$ cat src/rtl/core/mva_pkg.sv
// Shared constants, types and tables of the MRU voice allocator.
`default_nettype none

package mva_pkg;

    // Sizes of the slot list and the chime set
    localparam int VOICES = 4;
    localparam int CHIMES = 8;
    localparam int VIDX_W = (VOICES > 1) ? $clog2(VOICES) : 1;

    // Field widths
    localparam int PLAYER_W   = 2;
    localparam int CHIME_IN_W = 3;
    localparam int CHIME_W    = 4;
    localparam int POLISH_W   = 3;
    localparam int MASK_W     = 4;
    localparam int STEP_W     = 10;
    localparam int BASE_W     = 10;
    localparam int PITCH_W    = 15;
    localparam int KIND_W     = 2;

    // Slot chime code for an unused slot
    localparam logic [CHIME_W-1:0] NONE_CHIME = 4'hF;

    // Choice kinds
    localparam logic [KIND_W-1:0] KIND_SAME  = 2'd0;
    localparam logic [KIND_W-1:0] KIND_FREE  = 2'd1;
    localparam logic [KIND_W-1:0] KIND_STEAL = 2'd2;

    // Configuration port
    localparam int CFG_IDX_W  = 1;
    localparam int CFG_DATA_W = 10;
    localparam logic [CFG_IDX_W-1:0] REG_TOP_POLISH = 1'd0;
    localparam logic [CFG_IDX_W-1:0] REG_PITCH_STEP = 1'd1;
    localparam logic [POLISH_W-1:0]  TOP_POLISH_RST = 3'd4;
    localparam logic [STEP_W-1:0]    PITCH_STEP_RST = 10'd152;

    // One request as held in the input register
    typedef struct packed {
        logic [MASK_W-1:0]     busy_mask;
        logic [POLISH_W-1:0]   polish;
        logic [CHIME_IN_W-1:0] chime_id;
    } req_t;

    // Slot choice handed from the slot list to the result register
    typedef struct packed {
        logic [PLAYER_W-1:0] voice;
        logic [KIND_W-1:0]   choice_kind;
    } pick_t;

    // Base pitch of each chime; chimes outside the set sound at zero
    function automatic logic [BASE_W-1:0] base_pitch(input logic [CHIME_IN_W-1:0] chime);
        logic [BASE_W-1:0] val;
        case (chime)
            3'd0:    val = 10'd0;
            3'd1:    val = 10'd128;
            3'd2:    val = 10'd256;
            3'd3:    val = 10'd320;
            3'd4:    val = 10'd448;
            3'd5:    val = 10'd576;
            3'd6:    val = 10'd704;
            3'd7:    val = 10'd768;
            default: val = 10'd0;
        endcase
        if (int'(chime) >= CHIMES) begin
            val = '0;
        end
        return val;
    endfunction

endpackage

`default_nettype wire

$ cat src/rtl/core/mva_slot_list.sv
// MRU slot list: release, slot choice and move-to-front update.
`default_nettype none

module mva_slot_list
    import mva_pkg::*;
(
    input  wire logic  aclk,
    input  wire logic  aresetn,
    input  wire logic  advance,
    input  wire req_t  req,
    output pick_t      pick
);

    logic [PLAYER_W-1:0] player_reg  [VOICES];
    logic [CHIME_W-1:0]  chime_reg   [VOICES];
    logic [PLAYER_W-1:0] player_next [VOICES];
    logic [CHIME_W-1:0]  chime_next  [VOICES];
    logic [CHIME_W-1:0]  chime_rel   [VOICES];

    logic              found_same;
    logic              found_free;
    logic [VIDX_W-1:0] idx_same;
    logic [VIDX_W-1:0] idx_free;
    logic [VIDX_W-1:0] pick_idx;
    logic [CHIME_W-1:0] req_chime;

    assign req_chime = CHIME_W'(req.chime_id);

    // Release slots whose player went quiet
    always_comb begin
        for (int i = 0; i < VOICES; i++) begin
            if (chime_reg[i] != NONE_CHIME && !req.busy_mask[player_reg[i]]) begin
                chime_rel[i] = NONE_CHIME;
            end else begin
                chime_rel[i] = chime_reg[i];
            end
        end
    end

    // Find the first slot with the same chime and the first free slot
    always_comb begin
        found_same = 1'b0;
        found_free = 1'b0;
        idx_same   = '0;
        idx_free   = '0;
        for (int i = 0; i < VOICES; i++) begin
            if (!found_same && chime_rel[i] == req_chime) begin
                found_same = 1'b1;
                idx_same   = VIDX_W'(i);
            end
            if (!found_free && chime_rel[i] == NONE_CHIME) begin
                found_free = 1'b1;
                idx_free   = VIDX_W'(i);
            end
        end
    end

    // Prefer same chime, then free slot, then steal the least recent slot
    always_comb begin
        if (found_same) begin
            pick_idx         = idx_same;
            pick.choice_kind = KIND_SAME;
        end else if (found_free) begin
            pick_idx         = idx_free;
            pick.choice_kind = KIND_FREE;
        end else begin
            pick_idx         = VIDX_W'(VOICES - 1);
            pick.choice_kind = KIND_STEAL;
        end
        pick.voice = player_reg[pick_idx];
    end

    // Move the chosen slot to the front and shift the ones ahead of it back
    always_comb begin
        for (int i = 0; i < VOICES; i++) begin
            if (i == 0) begin
                player_next[i] = player_reg[pick_idx];
                chime_next[i]  = req_chime;
            end else if (i <= int'(pick_idx)) begin
                player_next[i] = player_reg[i-1];
                chime_next[i]  = chime_rel[i-1];
            end else begin
                player_next[i] = player_reg[i];
                chime_next[i]  = chime_rel[i];
            end
        end
    end

    // Hold the list; update on each processed transaction
    always_ff @(posedge aclk) begin
        if (!aresetn) begin
            for (int i = 0; i < VOICES; i++) begin
                player_reg[i] <= PLAYER_W'(i);
                chime_reg[i]  <= NONE_CHIME;
            end
        end else if (advance) begin
            for (int i = 0; i < VOICES; i++) begin
                player_reg[i] <= player_next[i];
                chime_reg[i]  <= chime_next[i];
            end
        end
    end

endmodule

`default_nettype wire

$ cat src/rtl/core/mva_pitch.sv
// Pitch computation: base pitch of the chime minus step times polish deficit.
`default_nettype none

module mva_pitch
    import mva_pkg::*;
(
    input  wire logic [CHIME_IN_W-1:0]   chime_id,
    input  wire logic [POLISH_W-1:0]     polish,
    input  wire logic [POLISH_W-1:0]     top_polish,
    input  wire logic [STEP_W-1:0]       pitch_step,
    output logic signed [PITCH_W-1:0]    pitch
);

    logic signed [POLISH_W:0]    diff;
    logic signed [PITCH_W-1:0]   diff_ext;
    logic signed [PITCH_W-1:0]   step_ext;
    logic signed [PITCH_W-1:0]   base_ext;
    logic signed [PITCH_W-1:0]   offset;

    // Signed polish deficit, -7..7
    assign diff     = $signed({1'b0, top_polish}) - $signed({1'b0, polish});
    assign diff_ext = PITCH_W'(diff);
    assign step_ext = $signed(PITCH_W'(pitch_step));
    assign base_ext = $signed(PITCH_W'(base_pitch(chime_id)));

    // Result always fits the field, so plain wraparound arithmetic is exact
    assign offset = step_ext * diff_ext;
    assign pitch  = base_ext - offset;

endmodule

`default_nettype wire

$ cat src/rtl/core/mva_voice_allocator_core_placeholder_removed.sv
// Result register stage of the MRU voice allocator.
`default_nettype none

module mva_result_stage
    import mva_pkg::*;
(
    input  wire logic                      aclk,
    input  wire logic                      aresetn,
    input  wire logic                      advance,
    input  wire logic                      m_tready,
    input  wire pick_t                     pick,
    input  wire logic signed [PITCH_W-1:0] pitch,
    output logic                           out_valid,
    output logic [PLAYER_W-1:0]            out_voice,
    output logic signed [PITCH_W-1:0]      out_pitch,
    output logic [KIND_W-1:0]              out_kind
);

    logic                       valid_reg;
    logic [PLAYER_W-1:0]        voice_reg;
    logic signed [PITCH_W-1:0]  pitch_reg;
    logic [KIND_W-1:0]          kind_reg;

    // Set on a new result, clear when the held one is taken
    always_ff @(posedge aclk) begin
        if (!aresetn) begin
            valid_reg <= 1'b0;
        end else if (advance) begin
            valid_reg <= 1'b1;
        end else if (m_tready) begin
            valid_reg <= 1'b0;
        end
    end

    // Load the payload with each new result
    always_ff @(posedge aclk) begin
        if (advance) begin
            voice_reg <= pick.voice;
            kind_reg  <= pick.choice_kind;
            pitch_reg <= pitch;
        end
    end

    assign out_valid = valid_reg;
    assign out_voice = voice_reg;
    assign out_pitch = pitch_reg;
    assign out_kind  = kind_reg;

endmodule

`default_nettype wire

$ cat src/rtl/core/mru_voice_allocator_core.sv
// Top level of the MRU voice allocator: stream ports, input register, configuration.
//
// Each request is registered in the input register on acceptance; the slot list then picks
// a slot and moves it to the front while the result register loads, so a result passes
// through the input register and the result register before it can be taken; one request
// is accepted per cycle while the result side does not stall. The rate holds because the
// slot list is updated in the same cycle as the result register loads, ready for the next
// request. The result register decouples the sides, so the input register can still take
// a request while one result waits. Registers: index 0 top_polish (reset 4),
// index 1 pitch_step (reset 152); they are to be written only while no request is in
// flight.
`default_nettype none

module mru_voice_allocator_core
    import mva_pkg::*;
(
    input  wire logic                  aclk,
    input  wire logic                  aresetn,
    // Request stream
    input  wire logic                  s_tvalid,
    output logic                       s_tready,
    input  wire logic [15:0]           s_tdata,   // [2:0] chime_id, [5:3] polish,
                                                  // [9:6] busy_mask, [15:10] zero
    // Result stream
    output logic                       m_tvalid,
    input  wire logic                  m_tready,
    output logic [23:0]                m_tdata,   // [1:0] voice, [16:2] pitch,
                                                  // [23:17] zero
    output logic [KIND_W-1:0]          m_tuser,   // [1:0] choice_kind
    // Configuration write port
    input  wire logic                  cfg_we,
    input  wire logic [CFG_IDX_W-1:0]  cfg_index,
    input  wire logic [CFG_DATA_W-1:0] cfg_wdata
);

    logic                      in_valid_reg;
    req_t                      req_reg;
    logic [POLISH_W-1:0]       top_polish_reg;
    logic [STEP_W-1:0]         pitch_step_reg;
    logic                      advance;
    pick_t                     pick;
    logic signed [PITCH_W-1:0] pitch;
    logic                      out_valid;
    logic [PLAYER_W-1:0]       out_voice;
    logic signed [PITCH_W-1:0] out_pitch;
    logic [KIND_W-1:0]         out_kind;

    // Process the held request when the result register is free or draining
    assign advance  = in_valid_reg && (!out_valid || m_tready);
    assign s_tready = !in_valid_reg || advance;

    // Configuration registers
    always_ff @(posedge aclk) begin
        if (!aresetn) begin
            top_polish_reg <= TOP_POLISH_RST;
            pitch_step_reg <= PITCH_STEP_RST;
        end else if (cfg_we) begin
            unique case (cfg_index)
                REG_TOP_POLISH: top_polish_reg <= cfg_wdata[POLISH_W-1:0];
                REG_PITCH_STEP: pitch_step_reg <= cfg_wdata[STEP_W-1:0];
                default: ;
            endcase
        end
    end

    // Input register valid
    always_ff @(posedge aclk) begin
        if (!aresetn) begin
            in_valid_reg <= 1'b0;
        end else if (s_tready) begin
            in_valid_reg <= s_tvalid;
        end
    end

    // Capture the request payload on each transaction
    always_ff @(posedge aclk) begin
        if (s_tvalid && s_tready) begin
            req_reg.chime_id  <= s_tdata[2:0];
            req_reg.polish    <= s_tdata[5:3];
            req_reg.busy_mask <= s_tdata[9:6];
        end
    end

    mva_slot_list u_slot_list (
        .aclk    (aclk),
        .aresetn (aresetn),
        .advance (advance),
        .req     (req_reg),
        .pick    (pick)
    );

    mva_pitch u_pitch (
        .chime_id   (req_reg.chime_id),
        .polish     (req_reg.polish),
        .top_polish (top_polish_reg),
        .pitch_step (pitch_step_reg),
        .pitch      (pitch)
    );

    mva_result_stage u_result (
        .aclk      (aclk),
        .aresetn   (aresetn),
        .advance   (advance),
        .m_tready  (m_tready),
        .pick      (pick),
        .pitch     (pitch),
        .out_valid (out_valid),
        .out_voice (out_voice),
        .out_pitch (out_pitch),
        .out_kind  (out_kind)
    );

    // Drive the result stream
    assign m_tvalid = out_valid;
    assign m_tdata  = {7'd0, out_pitch, out_voice};
    assign m_tuser  = out_kind;

    // A stalled input side means both stages are full and the output is blocked
    a_stall_only_when_full: assert property (@(posedge aclk) disable iff (!aresetn)
        !s_tready |-> (in_valid_reg && out_valid && !m_tready))
        else $error("input stalled while a stage was free");

    // A processed request shows up as a result with its chosen slot
    a_result_follows: assert property (@(posedge aclk) disable iff (!aresetn)
        advance |=> (out_valid && out_voice == $past(pick.voice)
                     && out_kind == $past(pick.choice_kind)))
        else $error("processed request did not reach the result register");

    // Results carry only defined choice kinds
    a_kind_defined: assert property (@(posedge aclk) disable iff (!aresetn)
        m_tvalid |-> (m_tuser == KIND_SAME || m_tuser == KIND_FREE
                      || m_tuser == KIND_STEAL))
        else $error("undefined choice kind on the result stream");

endmodule

`default_nettype wire

$ cat config.mk
export PLATFORM = sky130hd
export DESIGN_NAME = mru_voice_allocator_core
export DESIGN_NICKNAME = d
export VERILOG_FILES = /design/src/rtl/core/mva_pkg.sv /design/src/rtl/core/mva_slot_list.sv /design/src/rtl/core/mva_pitch.sv /design/src/rtl/core/mva_voice_allocator_core_placeholder_removed.sv /design/src/rtl/core/mru_voice_allocator_core.sv
export SDC_FILE = /design/constraint.sdc
export NUM_CORES = 1
export LEC_CHECK = 0
export BUFFER_PORTS_ARGS = -buffer_cell sky130_fd_sc_hd__buf_2
export CORE_UTILIZATION = 32
export CTS_CLUSTER_SIZE = 16
export DETAILED_ROUTE_END_ITERATION = 10
export HOLD_SLACK_MARGIN = 0.15
export SETUP_SLACK_MARGIN = 0.1
export SLEW_MARGIN = 0
export SYNTH_ARGS = -nofsm -noshare
export SYNTH_HDL_FRONTEND = slang
export SYNTH_SLANG_ARGS = --single-unit
$ cat constraint.sdc
create_clock -name aclk -period 5.25 [get_ports aclk]
set_input_delay 0.2625 -clock aclk [delete_from_list [all_inputs] [get_ports aclk]]
set_output_delay 0.2625 -clock aclk [all_outputs]
set_load 0.005 [all_outputs]
Yosys cells after proc, flatten, opt, wreduce, memory -nomap -nowiden. Memory sizes are Yosys's and may differ from the RTL's. A register that Yosys moved wholly into a read port is not among the register bits. Index checks and enable logic that the tools add are counted.

Add/sub/neg operators: 2. Multiply operators: 1. $lt $le $gt $ge: 7. Eq/ne operators: 12. Mux-type cells: 50. Bitwise logic cells: 9. Reduce and logical (&&, ||, !) cells: 29.

Operator list (number): $mux 4 (11); $mux 2 (14); $mux 1 (20); $eq 4x3->1 (4); $eq 4x4->1 const B (4); $ne 4x4->1 const B (4); $mul 11x4->15 (1); $sub 11x15->15 (1); $logic_and 1x1->1 (12); $logic_not 1->1 (12); $lt 2x3->1 const B (4); $bmux 1 s2 (4); $or 1x1->1 (8); $le 2x2->1 const A (2); $reduce_and 2->1 (2); $sub 3x3->4 (1); $mux 3 (1); $le 1x2->1 const A (1); $logic_or 1x1->1 (2); $reduce_bool 2->1 (1); $not 1->1 (1).

Flip-flop bits (word level): 44. Bits in writable memories: 24. ROM bits: 32. Input bits: 32. Output and inout port bits: 28. Word-level logic and storage cells: 123. Memories kept: 3.

Memories: (no name shown) (depth 8, width 4, rd ports 1, clocked after memory_dff 1, wr ports 0, line mva_pkg.sv:54) `case (chime)`; u_slot_list.chime_reg (depth 4, width 4, rd ports 4, clocked after memory_dff 0, wr ports 4, line mva_slot_list.sv:15) `logic [CHIME_W-1:0] chime_reg [VOICES];`; u_slot_list.player_reg (depth 4, width 2, rd ports 5, clocked after memory_dff 0, wr ports 4, line mva_slot_list.sv:14) `logic [PLAYER_W-1:0] player_reg [VOICES];`.

Logic depth before layout (Yosys ltp). Gate-level depths: netlist of run 1. An unclocked memory read counts as a cell.

Depth after elaboration: 22. Gate-level depth with buffers: 21. Depth with buffers taken out: 20.

Hierarchy. From an unflattened synthesis of run 1, not the netlist that was laid out.

Cell total of the unflattened synthesis: 529. Area total of the unflattened synthesis: 5187.5 um^2.

Modules (own cells, without submodules): mva_pitch (instances 1, cells an instance 260, area each 1904.3 um^2, sequential area each 0.0 um^2); mva_slot_list (instances 1, cells an instance 165, area each 1726.7 um^2, sequential area each 710.7 um^2); mru_voice_allocator_core (instances 1, cells an instance 82, area each 944.7 um^2, sequential area each 580.6 um^2); mva_result_stage (instances 1, cells an instance 22, area each 611.8 um^2, sequential area each 590.6 um^2).

Least setup slack after synthesis of run 1. OpenSTA, ideal clock, no wires.

Path kind: register -> register. From: register top_polish_reg[0]. To: register u_result.pitch_reg[14] (netlist: u_result.out_pitch[14]), data pin. Setup time: 0.258 ns. Arrival time: 4.323 ns. Data required time: 4.992 ns. Slack: 0.669 ns. Cell stages (with the launch flop): 21. Buffers on the path: 0. Clock period less this slack: 4.581 ns. Path through: dfxtp_1 > inv_1 > ha_1 > inv_1 > fa_1 > xor2_1 > nand2_1 > ha_1 > or2_2 > fa_1 > inv_1 > fa_1 > inv_1 > ha_1 > nor2b_1 > o21a_1 > o21ai_0 > a21oi_1 > a211oi_1 > a21oi_1 > xnor2_1.

Cells in the longest elaborated chain, start to end: 3.

Ends and longest elaborated chain: from (decl) (line mru_voice_allocator_core.sv:38) `logic [POLISH_W-1:0] top_polish_reg;`; from (signal assigned) (line mru_voice_allocator_core.sv:59) `REG_TOP_POLISH: top_polish_reg <= cfg_wdata[POLISH_W-1:0];`; $sub 3x3->4 (line mva_pitch.sv:21) `assign diff = $signed({1'b0, top_polish}) - $signed({1'b0, polish});`; $mul 11x4->15 (line mva_pitch.sv:27) `assign offset = step_ext * diff_ext;`; $sub 11x15->15 (line mva_pitch.sv:28) `assign pitch = base_ext - offset;`; via pitch[14] (line mru_voice_allocator_core.sv:42) `logic signed [PITCH_W-1:0] pitch;`; to (signal assigned) (line mva_voice_allocator_core_placeholder_removed.sv:40) `pitch_reg <= pitch;`; to (decl) (line mva_voice_allocator_core_placeholder_removed.sv:21) `logic signed [PITCH_W-1:0] pitch_reg;`.

The timed path passes the listed nets, and every way through them passes these cells. A chain may end at the register's enable or synchronous reset.

Worst setup path in the final report of run 1. Same ends and word-level chain as after synthesis.

==> flow_summary.ini, run 1 <==
[routing]
wirelength_um = 9480
drtPass1Iterations = 4
postRouteAntennaNets = 0
num_vias = 3463
drc = 0
drt_iter0_drc = 159
wl_per_cell_um = 12.3
viasPerCell = 4.49

[timing]
fmax_ghz = 0.208
setup-violations-final = 0
rsz0062_at_grt = false
min_period_ns = 4.81
tightestPinTransition_ns = 0.882
fin_skew_ns = 0.00837
slew_violations = 0
period_share_pct = 91.5
setup_tns_ns = 0
final-hold-violation-count = 0
slew-limit-headroom_pct = 41.2

[layout]
drive_gt1_share_pct = 15.9
layout_commonest_cell = inv_1
nFillCells = 1510
final_cell_mix = 80 x inv_1, 58 x nand2_1, 52 x edfxtp_1, 46 x buf_2, 40 x ha_1
area_growth_pct = 17.1
nets = 649
largest_register_ffs = 16
n_antenna_cell = 0

[logic_synthesis]
syn_avg_cell_area_um2 = 10.1
synth_edf_count = 52
ys_ff_latch = 72
dominantRegCellSynth = edfxtp_1
synthDistinctLibCells = 50
syn_inst = 499
ys_seq_area_share_pct = 39.0
ys_async_sr_fraction_pct = 0
ys_warn_count = 0
syn_area_um2 = 5020

[critical_path]
rr_startpoint = top_polish_reg[0]
r2r_setup_slack_ns = 0.44
path_buf_inv = 4
slowest_stage = fa_1
worstPathCellList = inv_1 > ha_1 > inv_1 > fa_1 > nand2_1 > fa_1 > fa_1 > inv_1 > fa_1 > inv_1 > ha_1 > or2_2 > a21oi_1 > a21oi_1 > a211oi_1 > a21oi_1 > xnor2_1
r2r_cells = 17
crit_required_ns = 5.34
critPathTopFamily = adder cells
endpoint_kind = register
arrival_ns = 4.90
startpoint = top_polish_reg[0]
r2r_end = u_result.out_pitch[14]
cp.depth = 17
slowest_delay_ns = 0.73
crit_type = reg2reg
cp_max_fo = 10
worstSetupStartpointType = register

[grt]
global_route.usage.met3_pct = 2.72
use_met2_pct = 19.6
globalRouteOverflowTotal = 0
track_usage_pct = 12.9
met1_usage_pct = 17.6
first_global_vias = 3457
grt_pass1_wl_um = 16400
grt_max_degree = 27
busiest_layer = met2
antenna_found_initial = 0

[power]
peakVddDrop_uv = 218
power.total_uw = 2410
cellPowerDensity_nw_per_um2 = 409
leakage_uw = 0.00253

[status]
outcome = finished clean

[placed_design]
io_buffer_count = 46
gp_congestion = 0.799
place_hpwl_um = 7270

[clock_tree]
cts_root_buf = clkbuf_16
clockBufferDepth = 2
htreeDepth = 3
clkSinkCount = 72
cts_buffers = 9
clk_pin_slew_ns = 0.06
cts_tree = yes
clkLatencyLatePin_ns = 0.34

[die]
fp.dieW_um = 127
rows = 45
die_y_um = 127
die-area_um2 = 16200
initial_core_util_pct = 32.9
core_um2 = 15300
ios = 60

[worst_hold_path]
min_from = cfg_wdata[3]
holdPathEnd = pitch_step_reg[3]
hold_path.class = in2reg
hold_depth = 3

[run]
max-cap-violations = 0
report_power, final:
group          switching, µW  internal (µW)  total (µW)
logic                    504            434         938
registers               28.7            734         763
clock network            233            474         708
how the worst max path moves through the flow:
stage                        endpoint  slack [ns]
6_report       u_result.out_pitch[14]        0.44
5_1_grt        u_result.out_pitch[14]        0.10
4_1_cts        u_result.out_pitch[14]        0.44
3_5_place_dp   u_result.out_pitch[14]        0.46
3_3_place_gp   u_result.out_pitch[14]        0.49
2_1_floorplan  u_result.out_pitch[14]        0.67
Yosys cell counts (all sizes together) (2+ instances only):
cell	number	area (µm²)
and3	4	26.3
nor2b	8	50.1
and3b	4	40.0
clkbuf	8	30.0
edfxtp	52	1560
nand2	58	218
fa	22	440
mux2i	19	190
buf	13	110
dfxtp	20	400
a21oi	14	70.1
mux4	4	90.1
and4	2	18.8
nand3	5	25.0
nor2	39	149
nor3	3	15.0
xor2	12	105
o21ai	8	40.0
a211oi	3	40.0
o21a	2	15.0
nand4	4	25.0
o31ai	3	22.5
and2	16	103
a21boi	8	60.1
ha	40	500
nand2b	17	106
or2	5	31.3
xnor2	10	87.6
inv	80	300
nor3b	3	22.5
a21o	3	22.5
kinds of logic after synthesis:
group | count (synthesis) | synth area share [%]
AND/OR/NAND/NOR | 169 | 16.8
other | 1 | 0.0746
XOR/XNOR | 22 | 3.83
adder cells (fa/ha/maj) | 62 | 18.7
multiplexers | 24 | 5.80
buffers and inverters | 101 | 8.76
AO/OA/AOI/OAI | 48 | 7.00
flip-flops | 72 | 39.0
final cells by class:
| class | count | area (µm²) | share of cell area [%] |
|---|---|---|---|
| clock inverter | 6 | 106 | 1.81 |
| inverter | 80 | 300 | 5.10 |
| tap | 211 | 264 | 4.49 |
| timing repair buffer | 60 | 365 | 6.21 |
| multi-input combinational | 332 | 2650 | 45.0 |
| sequential | 72 | 1960 | 33.3 |
| clock buffer | 10 | 239 | 4.06 |
what timing repair did:
action / in CTS / in global routing
endpoints found under the hold margin: 12 / 0
resized for setup: 0 / 1
setup buffers: 0 / 0
endpoints found under the setup margin: 0 / 1
hold buffers: 12 / 0
worst reg2reg max path, cell delays in order, from the launching register on:
cell and delay, ns:
dfxtp_1 0.31, inv_1 0.06, ha_1 0.13, inv_1 0.06
fa_1 0.73, nand2_1 0.15, fa_1 0.50, fa_1 0.49
inv_1 0.05, fa_1 0.53, inv_1 0.05, ha_1 0.32
or2_2 0.33, a21oi_1 0.16, a21oi_1 0.09, a211oi_1 0.36
a21oi_1 0.14, xnor2_1 0.14
per-stage QoR:
step	setup slack (ns)	area, µm²	util, %	hold WS, ns	instances
finish	0.444	5890	38.6	0.162	771
global route	0.102	5890	38.6	0.171	771
CTS	0.444	5880	38.6	0.160	771
detailed placement	0.459	5420	35.5	0.441	743
global placement	0.490	5420	35.5	0.441	743
floorplan	0.669	5050	-	0.361	505
routing by layer:
layer | wire length, µm | up-vias
li1 | - | 1729
met1 | 4750 | 1653
met2 | 4150 | 65
met3 | 355 | 16
met4 | 219 | 0
met5 | 0 | -
(Power assumes the default switching activity.)
==> inputs of run 2 (changes only) <==
--- a/config.mk
+++ b/config.mk
@@ -5,11 +5,12 @@
 export SDC_FILE = /design/constraint.sdc
 export NUM_CORES = 1
 export LEC_CHECK = 0
-export BUFFER_PORTS_ARGS = -buffer_cell sky130_fd_sc_hd__buf_2
-export CORE_UTILIZATION = 32
+export BUFFER_PORTS_ARGS = -buffer_cell sky130_fd_sc_hd__buf_4
+export CORE_UTILIZATION = 59
 export CTS_CLUSTER_SIZE = 16
 export DETAILED_ROUTE_END_ITERATION = 10
 export HOLD_SLACK_MARGIN = 0.15
+export PLACE_DENSITY = 0.81
 export SETUP_SLACK_MARGIN = 0.1
 export SLEW_MARGIN = 0
 export SYNTH_ARGS = -nofsm -noshare
==> run 2 against run 1 <==
Wire length increased by 0.59%. Non-clock buffer count rose by 3. Cell area fell by 2.0%. Clock skew is 0.0040 ns higher. Hold slack worse by 0.0052 ns. Power fell by 7.4%. Clock-buffer cell count fell by 1. Sequential cell count is the same. Sequential share of layout area rose by 0.66 points. Global-route usage rose by 9.9 points. Die area down 45%. Sequential power is 0.5% higher.
==> flow_summary.ini, run 2 (synthesis results as in run 1) <==
[layout]
nets = 652
n_antenna_cell = 0
final_cell_mix = 80 x inv_1, 58 x nand2_1, 52 x edfxtp_1, 48 x buf_4, 40 x ha_1
area_growth_pct = 14.8
drive_gt1_share_pct = 16.2
layout_commonest_cell = inv_1
nFillCells = 610
largest_register_ffs = 16

[routing]
drc = 0
viasPerCell = 5.36
num_vias = 3582
drt_iter0_drc = 229
wl_per_cell_um = 14.3
postRouteAntennaNets = 0
drtPass1Iterations = 6
wirelength_um = 9530

[die]
fp.dieW_um = 94.3
die_y_um = 94.3
core_um2 = 8220
die-area_um2 = 8890
ios = 60
rows = 33
initial_core_util_pct = 61.2

[grt]
antenna_found_initial = 0
globalRouteOverflowTotal = 0
grt_max_degree = 30
track_usage_pct = 22.8
grt_pass1_wl_um = 15400
first_global_vias = 3417

[placed_design]
dp_slack_ns = 0.378
place_hpwl_um = 7060
gp_congestion = 0.833
io_buffer_count = 46

[timing]
min_period_ns = 4.78
rsz0062_at_grt = false
period_share_pct = 91.0
fmax_ghz = 0.209
slew-limit-headroom_pct = 45.8
final-hold-violation-count = 0
tightestPinTransition_ns = 0.813
slew_violations = 0
fin_skew_ns = 0.0124
setup-violations-final = 0
layout_setup_ws_ns = 0.471
setup_tns_ns = 0

[power]
peakVddDrop_uv = 357
leakage_uw = 0.00252
cellPowerDensity_nw_per_um2 = 386

[clock_tree]
clkSinkCount = 72
htreeDepth = 3
clk_pin_slew_ns = 0.08
clkLatencyLatePin_ns = 0.37
clockBufferDepth = 2
cts_root_buf = clkbuf_8
cts_buffers = 9
cts_tree = yes

[critical_path]
arrival_ns = 4.90
cp_max_fo = 4
endpoint_kind = register
crit_required_ns = 5.37
crit_type = reg2reg
worstSetupStartpointType = register
r2r_setup_slack_ns = 0.47

[run]
max-cap-violations = 0

[worst_hold_path]
hold_path.class = in2reg

[status]
outcome = finished clean
## run 2: changes by cell type in the layout (fill, tap and decap cells not counted), sizes merged
cell / before / now
inv: 80 / 84
dlygate4sd3: 12 / 15
bufinv: 3 / 1
clkinv: 2 / 0
clkbuf: 10 / 9
clkinvlp: 1 / 2
## run 2: final cells by class
| class | instances | area (µm²) | share of cell area [%] |
|---|---|---|---|
| flip-flops and latches | 72 | 1960 | 34.0 |
| well taps | 105 | 131 | 2.28 |
| multi-input cells | 332 | 2660 | 46.1 |
| clock inverters | 7 | 82.6 | 1.43 |
| clock buffers | 9 | 124 | 2.15 |
| inverters | 80 | 300 | 5.20 |
| repair buffers | 63 | 510 | 8.85 |
## run 2: repair_timing
action,4_1_cts,5_1_grt
resized for setup,0,2
setup endpoints to repair,0,1
setup buffers,0,0
hold endpoints to repair,15,0
hold buffers,15,0
## run 2: worst max-delay path, cell delays in order (launching register included)
cell and delay [ns]:
dfxtp_1 0.32, inv_1 0.06, ha_1 0.13, inv_1 0.06, fa_1 0.40, xor2_2 0.23
nand2_1 0.09, ha_1 0.19, or2_2 0.30, fa_1 0.51, inv_1 0.06, fa_1 0.53
inv_1 0.04, ha_1 0.33, nor2b_1 0.15, o21a_1 0.18, o21ai_0 0.27, a21oi_1 0.17
a211oi_2 0.27, a21oi_1 0.13, xnor2_1 0.13
## run 2: metal layers
metal	wire [µm]	part of all wire, %	track usage, %	up-vias
met1	4230	44	30.5	1724
met5	0	0	0	-
li1	-	-	-	1735
met4	133	1.4	6.79	0
met2	4650	49	37.3	109
met3	512	5.4	4.53	14
## run 2: worst paths after layout
check,start,depth (start not counted),to
worst min register to register,pitch_step_reg[0],2,pitch_step_reg[0]
worst max register to register,top_polish_reg[0],20,u_result.out_pitch[14]
worst min-delay path,cfg_wdata[9],3,pitch_step_reg[9]
worst max-delay path,top_polish_reg[0],20,u_result.out_pitch[14]
## run 2: power breakdown
part / total [µW] / switching [µW] / internal (µW)
Clock: 468 / 241 / 228
Sequential: 767 / 33.3 / 734
Combinational: 995 / 525 / 470
Total: 2230 / 799 / 1430
## run 2: per-stage QoR
step                power, µW  hold WS (ns)  utilization (%)  cell area (µm²)  cells
floorplan                1510         0.361                -             5050    505
global placement         1700         0.441             65.7             5400    637
detailed placement       1750         0.442             65.7             5400    637
CTS                      2220         0.151             70.1             5760    668
global route             2390         0.161             70.2             5770    668
finish                   2230         0.157             70.2             5770    668
==> inputs of run 3 (changes only) <==
--- a/config.mk
+++ b/config.mk
@@ -6,6 +6,7 @@
 export NUM_CORES = 1
 export LEC_CHECK = 0
 export BUFFER_PORTS_ARGS = -buffer_cell sky130_fd_sc_hd__buf_4
+export CORE_MARGIN = 3
 export CORE_UTILIZATION = 59
 export CTS_CLUSTER_SIZE = 16
 export DETAILED_ROUTE_END_ITERATION = 10
==> run 3 against run 2 <==
Global-route usage down 1.3 points. Final cell count did not move. Sequential power hardly changed. Clock power decreased by 9.2%. Clock skew is 0.0063 ns lower. Highest routed layer unchanged.
==> flow_summary.ini, run 3 (synthesis results as in run 1) <==
[die]
die-area_um2 = 9660
rows = 33
initial_core_util_pct = 60.8
ios = 60
die_y_um = 98.3
core_um2 = 8260
fp.dieW_um = 98.3

[clock_tree]
cts_tree = yes
htreeDepth = 3
clkLatencyLatePin_ns = 0.36
clkSinkCount = 72
clk_pin_slew_ns = 0.08
clockBufferDepth = 2
cts_buffers = 9
cts_root_buf = clkbuf_8

[power]
switching_share_pct = 36.8
intPower_uw = 1390
leakage_uw = 0.00250
clock_power_share_pct = 19.4
cellPowerDensity_nw_per_um2 = 382
peakVddDrop_uv = 358
p_comb_share_pct = 45.8
switching_power_uw = 808
power.total_uw = 2200
sequentialPowerShare_pct = 34.8

[critical_path]
cp_max_fo = 3
crit_type = reg2reg
worstSetupStartpointType = register
arrival_ns = 4.94
crit_required_ns = 5.37
endpoint_kind = register

[status]
outcome = finished clean

[timing]
fin_skew_ns = 0.00602
layout_setup_ws_ns = 0.425
min_period_ns = 4.82
final-hold-violation-count = 0
setup-violations-final = 0
period_share_pct = 91.9
slew-limit-headroom_pct = 43.7
tightestPinTransition_ns = 0.845
rsz0062_at_grt = false
slew_violations = 0
setup_tns_ns = 0
fmax_ghz = 0.207

[routing]
num_vias = 3592
viasPerCell = 5.38
drt_iter0_drc = 187
wl_per_cell_um = 14.7
postRouteAntennaNets = 0
drc = 0
drtPass1Iterations = 5
wirelength_um = 9800

[layout]
final_area_um2 = 5740
nFillCells = 620
final_cell_mix = 80 x inv_1, 58 x nand2_1, 52 x edfxtp_1, 48 x buf_4, 40 x ha_1
area_growth_pct = 14.3
final_util_pct = 69.5
n_antenna_cell = 0
largest_register_ffs = 16
layout_commonest_cell = inv_1
drive_gt1_share_pct = 16.0
nets = 652

[grt]
track_usage_pct = 21.5
use_met2_pct = 37.2
globalRouteOverflowTotal = 0
met1_usage_pct = 26.8
antenna_found_initial = 0
busiest_layer = met2
grt_pass1_wl_um = 16600
first_global_vias = 3676
grt_max_degree = 30
global_route.usage.met3_pct = 3.21

[run]
max-cap-violations = 0

[placed_design]
gp_congestion = 0.866
place_hpwl_um = 7310
io_buffer_count = 46
place_area_um2 = 5400
dp_slack_ns = 0.388

[worst_hold_path]
hold_path.class = in2reg
[run 3: worst paths after layout]
path / cells past startpoint / to / slack [ns] / from
max: 20 / u_result.out_pitch[14] / 0.43 / top_polish_reg[0]
min: 3 / pitch_step_reg[6] / 0.16 / cfg_wdata[6]
max reg2reg: 20 / u_result.out_pitch[14] / 0.43 / top_polish_reg[0]
min reg2reg: 2 / pitch_step_reg[0] / 0.51 / pitch_step_reg[0]
[run 3: through the flow]
stage / std cells / hold slack, ns
after floorplan: 505 / 0.361
after CTS: 668 / 0.154
after global routing: 668 / 0.172
after detailed placement: 637 / 0.442
after global placement: 637 / 0.442
final: 668 / 0.160
[run 3: worst max-delay path: stages, from the launching register on]
cell	delay, ns
dfxtp_1	0.32
inv_1	0.05
ha_1	0.14
inv_1	0.06
fa_1	0.37
xor2_1	0.28
nand2_1	0.11
ha_1	0.21
or2_2	0.31
fa_1	0.51
inv_1	0.06
fa_1	0.53
inv_1	0.04
ha_1	0.32
nor2b_1	0.15
o21a_1	0.17
o21ai_0	0.24
a21oi_1	0.17
a211oi_2	0.29
a21oi_1	0.13
xnor2_1	0.13
[run 3: metal layers]
layer / vias up / part of all wire [%]
met5: - / 0
met4: 0 / 2.4
met3: 18 / 5.8
met2: 111 / 50
met1: 1728 / 42
li1: 1735 / -
[run 3: final cells by class]
cell class              count  area, µm²  area share [%]
clock buffers               9        124            2.16
inverters                  80        300            5.23
well taps                 105        131            2.29
flip-flops and latches     72       1960            34.2
repair buffers             63        510            8.89
multi-input cells         332       2650            46.2
clock inverters             7       62.6            1.09
[run 3: timing repair]
| item | in CTS | in global routing |
|---|---|---|
| endpoints found under the hold margin | 15 | 0 |
| hold buffers | 15 | 0 |
| gates resized for setup | 0 | 1 |
| setup endpoints to repair | 0 | 1 |
| setup buffers | 0 | 0 |
[run 3: power groups by stage]
stage          combinational, µW  sequential [µW]  clock (µW)
2_1_floorplan                735              774           0
3_3_place_gp                 925              775           0
3_5_place_dp                 978              777           0
4_1_cts                      997              764         429
5_1_grt                     1130              772         456
6_report                    1010              765         425
